`config.mk`:
```
export PLATFORM = sky130hd
export DESIGN_NAME = periodic_timer_table
export DESIGN_NICKNAME = d
export VERILOG_FILES = /design/src/rtl/ptt_pkg.sv /design/src/rtl/periodic_timer_table.sv /design/src/rtl/ptt_datapath.sv /design/src/rtl/ptt_ctrl.sv
export SDC_FILE = /design/constraint.sdc
export NUM_CORES = 1
export LEC_CHECK = 0
export ABC_AREA = 1
export BUFFER_PORTS_ARGS = -buffer_cell sky130_fd_sc_hd__buf_4
export CORE_ASPECT_RATIO = 0.8
export CORE_MARGIN = 2
export CORE_UTILIZATION = 43
export DETAILED_ROUTE_END_ITERATION = 6
export GPL_ROUTABILITY_DRIVEN = 0
export SLEW_MARGIN = 20
export SYNTH_ARGS = -nofsm -noshare
export SYNTH_HDL_FRONTEND = slang
export SYNTH_SLANG_ARGS = --single-unit
```
`constraint.sdc`:
```
create_clock -name clk -period 7.3 [get_ports clk]
set_clock_uncertainty 0.15 [all_clocks]
set_input_delay 1.095 -clock clk [delete_from_list [all_inputs] [get_ports clk]]
set_output_delay 1.095 -clock clk [all_outputs]
set_load 0.01 [all_outputs]
```
`src/rtl/ptt_pkg.sv`:
```
// ----------------------------------------------------------------------------
// Periodic timer table package
// Beat types, event codes and the controller to datapath command and status.
// ----------------------------------------------------------------------------
`default_nettype none

package ptt_pkg;

    localparam logic KIND_ADD    = 1'b0;
    localparam logic KIND_ELAPSE = 1'b1;

    localparam logic [2:0] EV_FIRED    = 3'd0;
    localparam logic [2:0] EV_FINISHED = 3'd1;
    localparam logic [2:0] EV_ADDED    = 3'd2;
    localparam logic [2:0] EV_FULL     = 3'd3;
    localparam logic [2:0] EV_REPORT   = 3'd4;

    typedef struct packed {
        logic        kind;
        logic [15:0] period;
        logic [15:0] lifetime;
        logic [15:0] elapsed;
    } in_item_t;

    typedef struct packed {
        logic [2:0]  slot;
        logic [2:0]  event_res;
        logic [15:0] next_interval;
        logic        last;
    } res_item_t;

    // Commands from the controller to the datapath.
    typedef struct packed {
        logic       load;
        logic       rd;
        logic       place;
        logic       calc;
        logic       fold;
        logic       step;
        logic       emit;
        logic       emit_last;
        logic [2:0] emit_ev;
    } ptt_cmd_t;

    // Status from the datapath to the controller.
    typedef struct packed {
        logic kind;
        logic cur_live;
        logic placed;
        logic last_slot;
        logic fire;
        logic fin;
    } ptt_stat_t;

endpackage

`default_nettype wire

```
`src/rtl/periodic_timer_table.sv`:
```
// ----------------------------------------------------------------------------
// Periodic timer table
// A table of periodic timers with add and elapse commands, built as a
// controller and a datapath around one slot memory.
// ----------------------------------------------------------------------------
//
//   Channel   Handshake        Payload        Beat taken when
//   -------   --------------   ------------   ------------------------------
//   command   start / busy     item           start high while busy is low
//   result    strobe           result         every cycle strobe is high
//
// Every item walks all SLOTS slots in order. A free slot takes a scan
// step (and a fold as well where an add item places its timer there); a
// live slot takes a read, an update and a fold into the minimum, plus an
// event beat per fired or finished event. Taking the item and the final
// report come on top of the walk, and the walk through the single-ported
// slot memory sets how long an item takes. Reset clears the live bits at
// once; no clearing pass is needed. The receiver cannot stall: each
// result beat shows for exactly one cycle.
//
`default_nettype none

module periodic_timer_table #(
    parameter int SLOTS     = 8,
    parameter int TIME_BITS = 16
) (
    input  wire                  clk,
    input  wire                  rst_n,
    input  wire                  start,
    output logic                 busy,
    input  ptt_pkg::in_item_t    item,
    output logic                 strobe,
    output ptt_pkg::res_item_t   result
);
    import ptt_pkg::*;

    // The controller only sees status flags; all timer arithmetic and the
    // slot storage live in the datapath.
    ptt_cmd_t  cmd;
    ptt_stat_t stat;

    ptt_ctrl u_ctrl (
        .clk   (clk),
        .rst_n (rst_n),
        .start (start),
        .busy  (busy),
        .stat  (stat),
        .cmd   (cmd)
    );

    // The datapath registers each result beat, so strobe and result change
    // together in the cycle after the controller asks for the event.
    ptt_datapath #(
        .SLOTS     (SLOTS),
        .TIME_BITS (TIME_BITS)
    ) u_datapath (
        .clk    (clk),
        .rst_n  (rst_n),
        .item   (item),
        .cmd    (cmd),
        .stat   (stat),
        .result (result),
        .strobe (strobe)
    );

endmodule

`default_nettype wire

```
`src/rtl/ptt_datapath.sv`:
```
// ----------------------------------------------------------------------------
// Periodic timer table datapath
// Slot memory, live bits, per-slot update arithmetic, minimum fold and the
// result register.
// ----------------------------------------------------------------------------
`default_nettype none

module ptt_datapath #(
    parameter int SLOTS     = 8,
    parameter int TIME_BITS = 16
) (
    input  wire                  clk,
    input  wire                  rst_n,
    input  ptt_pkg::in_item_t    item,
    input  ptt_pkg::ptt_cmd_t    cmd,
    output ptt_pkg::ptt_stat_t   stat,
    output ptt_pkg::res_item_t   result,
    output logic                 strobe
);
    import ptt_pkg::*;

    localparam int SLOT_W = (SLOTS > 1) ? $clog2(SLOTS) : 1;
    localparam int WIDE_W = (TIME_BITS > 16) ? TIME_BITS : 16;
    localparam logic [WIDE_W-1:0]    TIME_MAX_W = WIDE_W'({TIME_BITS{1'b1}});
    localparam logic [TIME_BITS-1:0] TIME_MAX   = {TIME_BITS{1'b1}};
    localparam logic [WIDE_W-1:0]    NI_MAX_W   = WIDE_W'(16'hFFFF);

    typedef struct packed {
        logic [TIME_BITS-1:0] period;
        logic [TIME_BITS-1:0] remaining;
        logic [TIME_BITS-1:0] phase;
    } entry_t;

    function automatic logic [TIME_BITS-1:0] clamp_in(input logic [15:0] v);
        logic [WIDE_W-1:0] w;
        w = WIDE_W'(v);
        if (w > TIME_MAX_W)
        begin
            w = TIME_MAX_W;
        end
        return w[TIME_BITS-1:0];
    endfunction

    function automatic logic [TIME_BITS-1:0] tmin(input logic [TIME_BITS-1:0] a,
                                                  input logic [TIME_BITS-1:0] b);
        return (a < b) ? a : b;
    endfunction

    entry_t                entry_mem [SLOTS];
    entry_t                rdata_reg;
    in_item_t              item_reg;
    logic [SLOT_W-1:0]     idx_reg;
    logic [SLOT_W-1:0]     target_reg;
    logic [SLOTS-1:0]      live_reg;
    logic                  placed_reg;
    logic [TIME_BITS-1:0]  cand_reg;
    logic                  cand_ok_reg;
    logic                  fire_reg;
    logic                  fin_reg;
    logic [TIME_BITS-1:0]  best_reg;
    logic                  any_reg;
    res_item_t             result_reg;
    logic                  strobe_reg;

    logic [WIDE_W-1:0]     el_w;
    logic [WIDE_W-1:0]     rem_w;
    logic [TIME_BITS-1:0]  rem_new;
    logic [WIDE_W:0]       phase_sum;
    logic [TIME_BITS-1:0]  phase_c;
    logic                  fire_c;
    logic                  fin_c;
    logic [TIME_BITS-1:0]  per_c;
    logic [TIME_BITS-1:0]  life_c;
    logic                  is_elapse;
    logic                  mem_we;
    entry_t                mem_wdata;
    logic [WIDE_W-1:0]     best_w;
    logic [15:0]           ni_sat;
    res_item_t             result_next;

    assign is_elapse = (item_reg.kind == KIND_ELAPSE);
    assign per_c     = clamp_in(item_reg.period);
    assign life_c    = clamp_in(item_reg.lifetime);

    // Elapse update of the entry read at the current slot.
    always_comb
    begin
        el_w      = WIDE_W'(item_reg.elapsed);
        rem_w     = WIDE_W'(rdata_reg.remaining);
        rem_new   = (rem_w > el_w) ? TIME_BITS'(rem_w - el_w) : '0;
        phase_sum = {1'b0, WIDE_W'(rdata_reg.phase)} + {1'b0, el_w};
        phase_c   = (phase_sum > {1'b0, TIME_MAX_W}) ? TIME_MAX : TIME_BITS'(phase_sum);
        fire_c    = (phase_c >= rdata_reg.period);
        fin_c     = (rem_new == '0);
    end

    always_comb
    begin
        mem_we    = cmd.place | (cmd.calc & is_elapse);
        mem_wdata = rdata_reg;
        if (cmd.place)
        begin
            mem_wdata.period    = per_c;
            mem_wdata.remaining = life_c;
            mem_wdata.phase     = '0;
        end
        else
        begin
            mem_wdata.remaining = rem_new;
            mem_wdata.phase     = fire_c ? '0 : phase_c;
        end
    end

    always_ff @(posedge clk)
    begin
        if (mem_we)
        begin
            entry_mem[idx_reg] <= mem_wdata;
        end
        if (cmd.rd)
        begin
            rdata_reg <= entry_mem[idx_reg];
        end
    end

    // Report value: the minimum, held to sixteen bits, or zero with no live slot.
    always_comb
    begin
        best_w = WIDE_W'(best_reg);
        ni_sat = (best_w > NI_MAX_W) ? 16'hFFFF : best_w[15:0];

        result_next.event_res     = cmd.emit_ev;
        result_next.last          = cmd.emit_last;
        result_next.next_interval = (cmd.emit_last && any_reg) ? ni_sat : 16'h0000;
        if (cmd.emit_ev == EV_ADDED)
        begin
            result_next.slot = 3'(target_reg);
        end
        else if (cmd.emit_last)
        begin
            result_next.slot = 3'd0;
        end
        else
        begin
            result_next.slot = 3'(idx_reg);
        end
    end

    always_ff @(posedge clk or negedge rst_n)
    begin
        if (!rst_n)
        begin
            idx_reg     <= '0;
            live_reg    <= '0;
            placed_reg  <= 1'b0;
            any_reg     <= 1'b0;
            cand_ok_reg <= 1'b0;
            fire_reg    <= 1'b0;
            fin_reg     <= 1'b0;
            strobe_reg  <= 1'b0;
        end
        else
        begin
            strobe_reg <= cmd.emit;
            if (cmd.load)
            begin
                idx_reg    <= '0;
                placed_reg <= 1'b0;
                any_reg    <= 1'b0;
            end
            else if (cmd.step)
            begin
                idx_reg <= idx_reg + SLOT_W'(1);
            end
            if (cmd.place)
            begin
                live_reg[idx_reg] <= 1'b1;
                placed_reg        <= 1'b1;
                cand_ok_reg       <= 1'b1;
                fire_reg          <= 1'b0;
                fin_reg           <= 1'b0;
            end
            else if (cmd.calc)
            begin
                if (is_elapse)
                begin
                    cand_ok_reg <= !fin_c;
                    fire_reg    <= fire_c;
                    fin_reg     <= fin_c;
                    if (fin_c)
                    begin
                        live_reg[idx_reg] <= 1'b0;
                    end
                end
                else
                begin
                    cand_ok_reg <= 1'b1;
                    fire_reg    <= 1'b0;
                    fin_reg     <= 1'b0;
                end
            end
            if (cmd.fold && cand_ok_reg)
            begin
                any_reg <= 1'b1;
            end
        end
    end

    always_ff @(posedge clk)
    begin
        if (cmd.load)
        begin
            item_reg <= item;
        end
        if (cmd.place)
        begin
            target_reg <= idx_reg;
            cand_reg   <= tmin(per_c, life_c);
        end
        else if (cmd.calc)
        begin
            cand_reg <= is_elapse ? tmin(rdata_reg.period, rem_new)
                                  : tmin(rdata_reg.period, rdata_reg.remaining);
        end
        if (cmd.fold && cand_ok_reg && (!any_reg || (cand_reg < best_reg)))
        begin
            best_reg <= cand_reg;
        end
        if (cmd.emit)
        begin
            result_reg <= result_next;
        end
    end

    assign stat.kind      = item_reg.kind;
    assign stat.cur_live  = live_reg[idx_reg];
    assign stat.placed    = placed_reg;
    assign stat.last_slot = (idx_reg == SLOT_W'(SLOTS - 1));
    assign stat.fire      = fire_reg;
    assign stat.fin       = fin_reg;
    assign result         = result_reg;
    assign strobe         = strobe_reg;

endmodule

`default_nettype wire

```
`src/rtl/ptt_ctrl.sv`:
```
// ----------------------------------------------------------------------------
// Periodic timer table controller
// Walks the slots once per item and sequences reads, updates and events.
// ----------------------------------------------------------------------------
`default_nettype none

module ptt_ctrl (
    input  wire                 clk,
    input  wire                 rst_n,
    input  wire                 start,
    output logic                busy,
    input  ptt_pkg::ptt_stat_t  stat,
    output ptt_pkg::ptt_cmd_t   cmd
);
    import ptt_pkg::*;

    typedef enum logic [2:0] {
        S_IDLE,
        S_SCAN,
        S_CALC,
        S_FOLD,
        S_FIRE,
        S_FIN,
        S_REPORT
    } state_t;

    state_t state_reg;
    state_t state_next;
    logic   busy_reg;

    always_comb
    begin
        cmd        = '0;
        state_next = state_reg;
        unique case (state_reg)
            S_IDLE:
            begin
                if (start)
                begin
                    cmd.load   = 1'b1;
                    state_next = S_SCAN;
                end
            end
            S_SCAN:
            begin
                if (stat.cur_live)
                begin
                    cmd.rd     = 1'b1;
                    state_next = S_CALC;
                end
                else if ((stat.kind == KIND_ADD) && !stat.placed)
                begin
                    cmd.place  = 1'b1;
                    state_next = S_FOLD;
                end
                else if (stat.last_slot)
                begin
                    state_next = S_REPORT;
                end
                else
                begin
                    cmd.step = 1'b1;
                end
            end
            S_CALC:
            begin
                cmd.calc   = 1'b1;
                state_next = S_FOLD;
            end
            S_FOLD:
            begin
                cmd.fold = 1'b1;
                if (stat.fire)
                begin
                    state_next = S_FIRE;
                end
                else if (stat.fin)
                begin
                    state_next = S_FIN;
                end
                else if (stat.last_slot)
                begin
                    state_next = S_REPORT;
                end
                else
                begin
                    cmd.step   = 1'b1;
                    state_next = S_SCAN;
                end
            end
            S_FIRE:
            begin
                cmd.emit    = 1'b1;
                cmd.emit_ev = EV_FIRED;
                if (stat.fin)
                begin
                    state_next = S_FIN;
                end
                else if (stat.last_slot)
                begin
                    state_next = S_REPORT;
                end
                else
                begin
                    cmd.step   = 1'b1;
                    state_next = S_SCAN;
                end
            end
            S_FIN:
            begin
                cmd.emit    = 1'b1;
                cmd.emit_ev = EV_FINISHED;
                if (stat.last_slot)
                begin
                    state_next = S_REPORT;
                end
                else
                begin
                    cmd.step   = 1'b1;
                    state_next = S_SCAN;
                end
            end
            S_REPORT:
            begin
                cmd.emit      = 1'b1;
                cmd.emit_last = 1'b1;
                if (stat.kind == KIND_ELAPSE)
                begin
                    cmd.emit_ev = EV_REPORT;
                end
                else if (stat.placed)
                begin
                    cmd.emit_ev = EV_ADDED;
                end
                else
                begin
                    cmd.emit_ev = EV_FULL;
                end
                state_next = S_IDLE;
            end
            default:
            begin
                state_next = S_IDLE;
            end
        endcase
    end

    always_ff @(posedge clk or negedge rst_n)
    begin
        if (!rst_n)
        begin
            state_reg <= S_IDLE;
            busy_reg  <= 1'b0;
        end
        else
        begin
            state_reg <= state_next;
            busy_reg  <= (state_next != S_IDLE);
        end
    end

    assign busy = busy_reg;

endmodule

`default_nettype wire

```
Word level (Yosys, flattened, before mapping)
Memory sizes are Yosys's and may differ from the RTL's. A register that Yosys moved wholly into a read port is not among the register bits.
Index checks and enable logic that the tools add are counted.

operators by class
  reduce and logical (&&, ||, !) cells = 20
  magnitude comparators = 12
  equal/unequal tests = 8
  $add $sub $neg = 3
  muxes and demuxes = 67
  bitwise gates (word level) = 6

operators by type and width
  kind                                                                    number
  16-bit two-way mux                                                      13
  16-bit < comparator                                                     4
  16-bit > comparator, second input constant                              3
  3-bit two-way mux                                                       12
  32-bit two-way mux                                                      1
  8-bit two-way mux                                                       4
  1-bit two-way mux                                                       31
  3-bit one-hot mux with 6 select lines                                   1
  16-bit by 16-bit adder with 17-bit output                               1
  17-bit by 16-bit > comparator with 1-bit output, second input constant  1
  16-bit >= comparator                                                    1
  16-bit > comparator                                                     1
  16-bit logical NOT                                                      1
  16-bit subtractor                                                       1
  3-bit equality test, second input constant                              4
  2-bit nonzero test                                                      6
  3-bit by 2-bit equality test with 1-bit output, second input constant   3
  8-bit bitwise AND                                                       1
  8-bit inverter                                                          1
  8-bit bitwise OR                                                        1
  3-bit one-hot mux with 2 select lines                                   1
  1-bit logical AND                                                       5
  3-bit by 4-bit < comparator with 1-bit output, second input constant    1
  1-bit one-hot mux with 4 select lines                                   1
  other kinds (15)                                                        17

storage, ports and cells
  register bits after elaboration = 128
  output and inout port bits = 25
  memory bits (writable) = 384
  bits of input ports = 52
  memories kept = 1

memories
  memory                words  width  read ports  clocked after memory_dff  write ports  RTL line            source
  u_datapath.entry_mem  8      48     1           1                         1            ptt_datapath.sv:49  entry_t entry_mem [SLOTS];

Depth between registers and ports, before layout
  depth after elaboration = 10
  mapped depth = 29
  depth with buffers taken out = 26

Modules after synthesis
From an unflattened synthesis, not the netlist that was laid out.

second synthesis, totals
  cells, all modules = 2015
  area, all modules = 24740.0 um^2

by module, submodules not included
  module        area each (um^2)  sequential area each (um^2)  times used  cells an instance
  ptt_datapath  24349.6           16610.9                      1           1942
  ptt_ctrl      390.4             100.1                        1           73

Worst setup path after synthesis
OpenSTA, ideal clock, no wires.

  path type = flip-flop to flip-flop
  from = reg u_datapath.idx_reg[1]
  to = mem u_datapath.entry_mem[0][0] in the netlist's numbering, enable pin
  slack = 230 ps
  cell stages (with the launch flop) = 12
  arrival time = 6347 ps
  library setup time = 573 ps
  data required time = 6577 ps
  cell sequence = dfrtp_1 -> buf_2 -> nand3_1 -> inv_2 -> a22o_1 -> a221oi_1 -> nand2_1 -> nor2_2 -> nand2_4 -> inv_4 -> a21oi_1 -> nor4_1

on the way
  cells in the longest elaborated chain, start to end = 7

ends and longest elaborated chain
  what                                       RTL line             source
  start: declaration                         ptt_datapath.sv:52   logic [SLOT_W-1:0] idx_reg;
  start signal: assignment                   ptt_datapath.sv:173  idx_reg <= idx_reg + SLOT_W'(1);
  1-bit binary-select mux with 3-bit select  ptt_datapath.sv:236  assign stat.cur_live = live_reg[idx_reg];
  1-bit two-way mux (not written as such)    ptt_datapath.sv:236
  1-bit two-way mux                          ptt_ctrl.sv:46       if (stat.cur_live)
  2-bit two-way mux                          ptt_ctrl.sv:35       unique case (state_reg)
  1-bit bitwise OR                           ptt_datapath.sv:99   mem_we = cmd.place | (cmd.calc & is_elapse);
  1-bit two-way mux                          ptt_datapath.sv:116  if (mem_we)
  1-bit two-way mux (not written as such)    ptt_datapath.sv:118  entry_mem[idx_reg] <= mem_wdata;
  end: declaration                           ptt_datapath.sv:49

Parallel ways exist; a longest one is shown, timed or not. The select of a mux whose other input is x is not followed.

Worst setup path after layout
  from = reg u_datapath.idx_reg[1]
  to = mem u_datapath.entry_mem[5][44] in the netlist's numbering, enable pin

Same word-level chain as after synthesis.

==> flow_summary.yaml <==
timing:
  finalSetupViolations: 0
  drv_slew: 0
  fin_ws_ps: 1760
  period_share: 0.759
  setup_tns_ps: 0
  rsz0062_at_grt: "false"
  hold_viol: 0
  min_period_ps: 5540
  worstMarginPinSlew_ps: 1100
  max_slew_margin: 0.257
  fmax_mhz: 180
grt:
  grt_max_degree: 63
  antenna_found_initial: 1
  gr-usage-all-layers: 0.228
  grt_overflow: 0
  grt_pass1_wl_microns: 101000
  grt_pass1_vias: 15800
synth:
  synth-seq-cells: 560
  syn-cell-area_sq_um: 24600
  ys_types: 56
  synth_xor_area_frac: 0.00392
  synth-async-reset-ratio: 0.0375
  synthTopCellsByArea: "edfxtp_1 66%, nand2_1 5.6%, ha_1 5.6%, inv_1 2.7%, dfrtp_1 2.1%"
  synth_edf_count: 539
  synth_top_cell_by_area: "edfxtp_1"
  synth_top_family_by_area: "simple AND/OR/NAND/NOR gates"
  synth_compound_area_frac: 0.102
  synthFlopType: "edfxtp_1"
  yosysTopAreaCellShare: 0.658
  ys_warn_count: 0
  syn-instance-count: 1948
  avgSynthCellArea_sq_um: 12.6
  synth-simple-area-share: 0.115
  seq_area_frac_synth: 0.680
  synth.mux.area_fraction: 0
  syn_nets: 2112
  synthAdderAreaFrac: 0.0576
cts:
  numCtsBuffers: 54
  ctsLongestPathBuffers: 3
  clock_latency_ps: 630
  clock-sinks: 560
  cts_setup_buffers: 0
  holdBufCountCts: 0
  clockRootBuffer: "clkbuf_16"
  cts_resized: 0
  cts_tree: "done"
  htree_levels: 2
  clkTransAtPathRegs_ps: 60
layout:
  antennaDiodeCount: 0
  fill_cells: 4980
  nets: 2199
  drive_above_1_share: 0.116
  largest_register_ffs: 384
  register_area_sq_um: 16700
  mostFrequentLayoutCell: "edfxtp_1"
  area_delta_synth_final_pct: 12.9
  final_cell_mix: "539 x edfxtp_1, 369 x nand2_1, 173 x inv_1"
  multiInputGateArea_sq_um: 6930
routing:
  drtAntennaViolNets: 0
  vias: 16200
  route.detailed.drc: 0
  routed_wl_microns: 67400
  wl_per_cell_microns: 23.7
  drt-pass1-iter-count: 6
  viasPerCell: 5.70
  wl_met3_microns: 4830
  met1_length_microns: 30300
  wl_met2_microns: 30500
  first_iter_violations: 1786
  routed.top_layer: "met4"
critical_path:
  reg2reg_depth: 12
  reg2reg_from: "u_datapath.idx_reg[1]"
  crit_family: "buffers and inverters"
  crit_type: "reg -> reg"
  critical_path_peak_fanout: 62
  required_ps: 7440
  cp-end-kind: "flop"
  cpMostUsedCell: "buf_4"
  r2r_end: "u_datapath.entry_mem[5][44]"
  path_cells: "nor3_2, buf_4, a22o_1, a221oi_1, nand2_1, nor2_2, nand2_4, inv_4, a21oi_1, buf_4, nor2_4, buf_4"
  cp_slowest_cell: "nor2_4"
  cp-start-kind: "flop"
  critical_path_buf_inv_count: 4
  cp.arrival_ps: 5680
  reg2reg_slack_ps: 1760
  critPathMaxStageDelay_ps: 820
power:
  internal_power_w: 0.00805
  pwr-share-comb: 0.403
  p_sw_w: 0.00551
  pwr-share-clk: 0.197
  power.total_w: 0.0136
  cellLeakagePower_nw: 10.5
  switching_share: 0.406
  power_density_nw_per_um2: 489
  p_seq_frac: 0.400
  peakVddDrop_mv: 0.255
place:
  dp_hpwl_microns: 41200
  pre_cts_ws_ps: 1790
  io_buffers: 76
floorplanning:
  rows: 78
  die_area_sq_um: 59100
  core_area_sq_um: 56600
  die_x_microns: 271
  io_pins: 77
  start_util: 0.434
  dieHeight_microns: 218
status:
  outcome: "complete, no violations"
hold_path:
  worst_hold_path_type: "in -> async"
flow_run:
  cap_violations: 0
==> stage by stage <==
stage | cells | instance area (sq um) | util | hold WS (ps)
after floorplan | 1948 | 24600 | - | 271
after global placement | 2739 | 26100 | 0.461 | 302
after detailed placement | 2739 | 26100 | 0.461 | 311
after CTS | 2838 | 27800 | 0.490 | 203
after global routing | 2838 | 27800 | 0.490 | 211
final | 2838 | 27800 | 0.490 | 217
==> cell families after synthesis <==
| logic type | after synthesis |
|---|---|
| buf+inv | 256 |
| compound gates | 375 |
| simple gates | 634 |
| fa+ha+maj | 112 |
| xor+xnor | 11 |
| flops | 560 |
==> synth_stat cells (21+ instances only) <==
cell type,instances
edfxtp_1,539
nand2_1,369
inv_1,175
ha_1,110
a21oi_1,99
nor2_1,82
nand3_1,78
o21ai_0,64
a22oi_1,57
a221oi_1,51
clkbuf_1,49
nand4_1,48
a22o_1,31
dfrtp_1,21
==> routing by layer <==
metal / vias up / GRT usage
li1: 7332 / -
met1: 8090 / 0.334
met2: 661 / 0.353
met3: 104 / 0.0324
met4: 0 / 0.0687
met5: - / 0
==> layout make-up <==
type / count / area share
inverters: 183 / 0.0248
clock inverters: 29 / 0.00798
multi-input cells: 1132 / 0.250
clock buffers: 70 / 0.0519
well taps: 760 / 0.0343
flip-flops and latches: 560 / 0.602
repair buffers: 104 / 0.0290
==> power by group through the flow <==
stage / Clock (W) / Sequential [W] / Combinational, W
finish: 0.00267 / 0.00543 / 0.00546
global route: 0.00286 / 0.00547 / 0.00608
CTS: 0.00272 / 0.00542 / 0.00539
detailed placement: 0 / 0.00548 / 0.00536
global placement: 0 / 0.00547 / 0.00523
floorplan: 0 / 0.00532 / 0.00363
==> how the worst max path moves through the flow <==
stage	start	end	slack [ps]	cells past startpoint
6_report	u_datapath.idx_reg[1]	u_datapath.entry_mem[5][44]	1760	12
5_1_grt	u_datapath.el_w[0]	u_datapath.entry_mem[5][1]	1370	23
4_1_cts	u_datapath.idx_reg[0]	u_datapath.entry_mem[5][44]	1770	12
3_5_place_dp	u_datapath.idx_reg[1]	u_datapath.entry_mem[5][44]	1790	12
3_3_place_gp	u_datapath.idx_reg[1]	u_datapath.entry_mem[5][44]	1800	12
2_1_floorplan	u_datapath.idx_reg[1]	u_datapath.entry_mem[0][0]	230	11
Note: power is estimated with default switching activity, not from simulation.
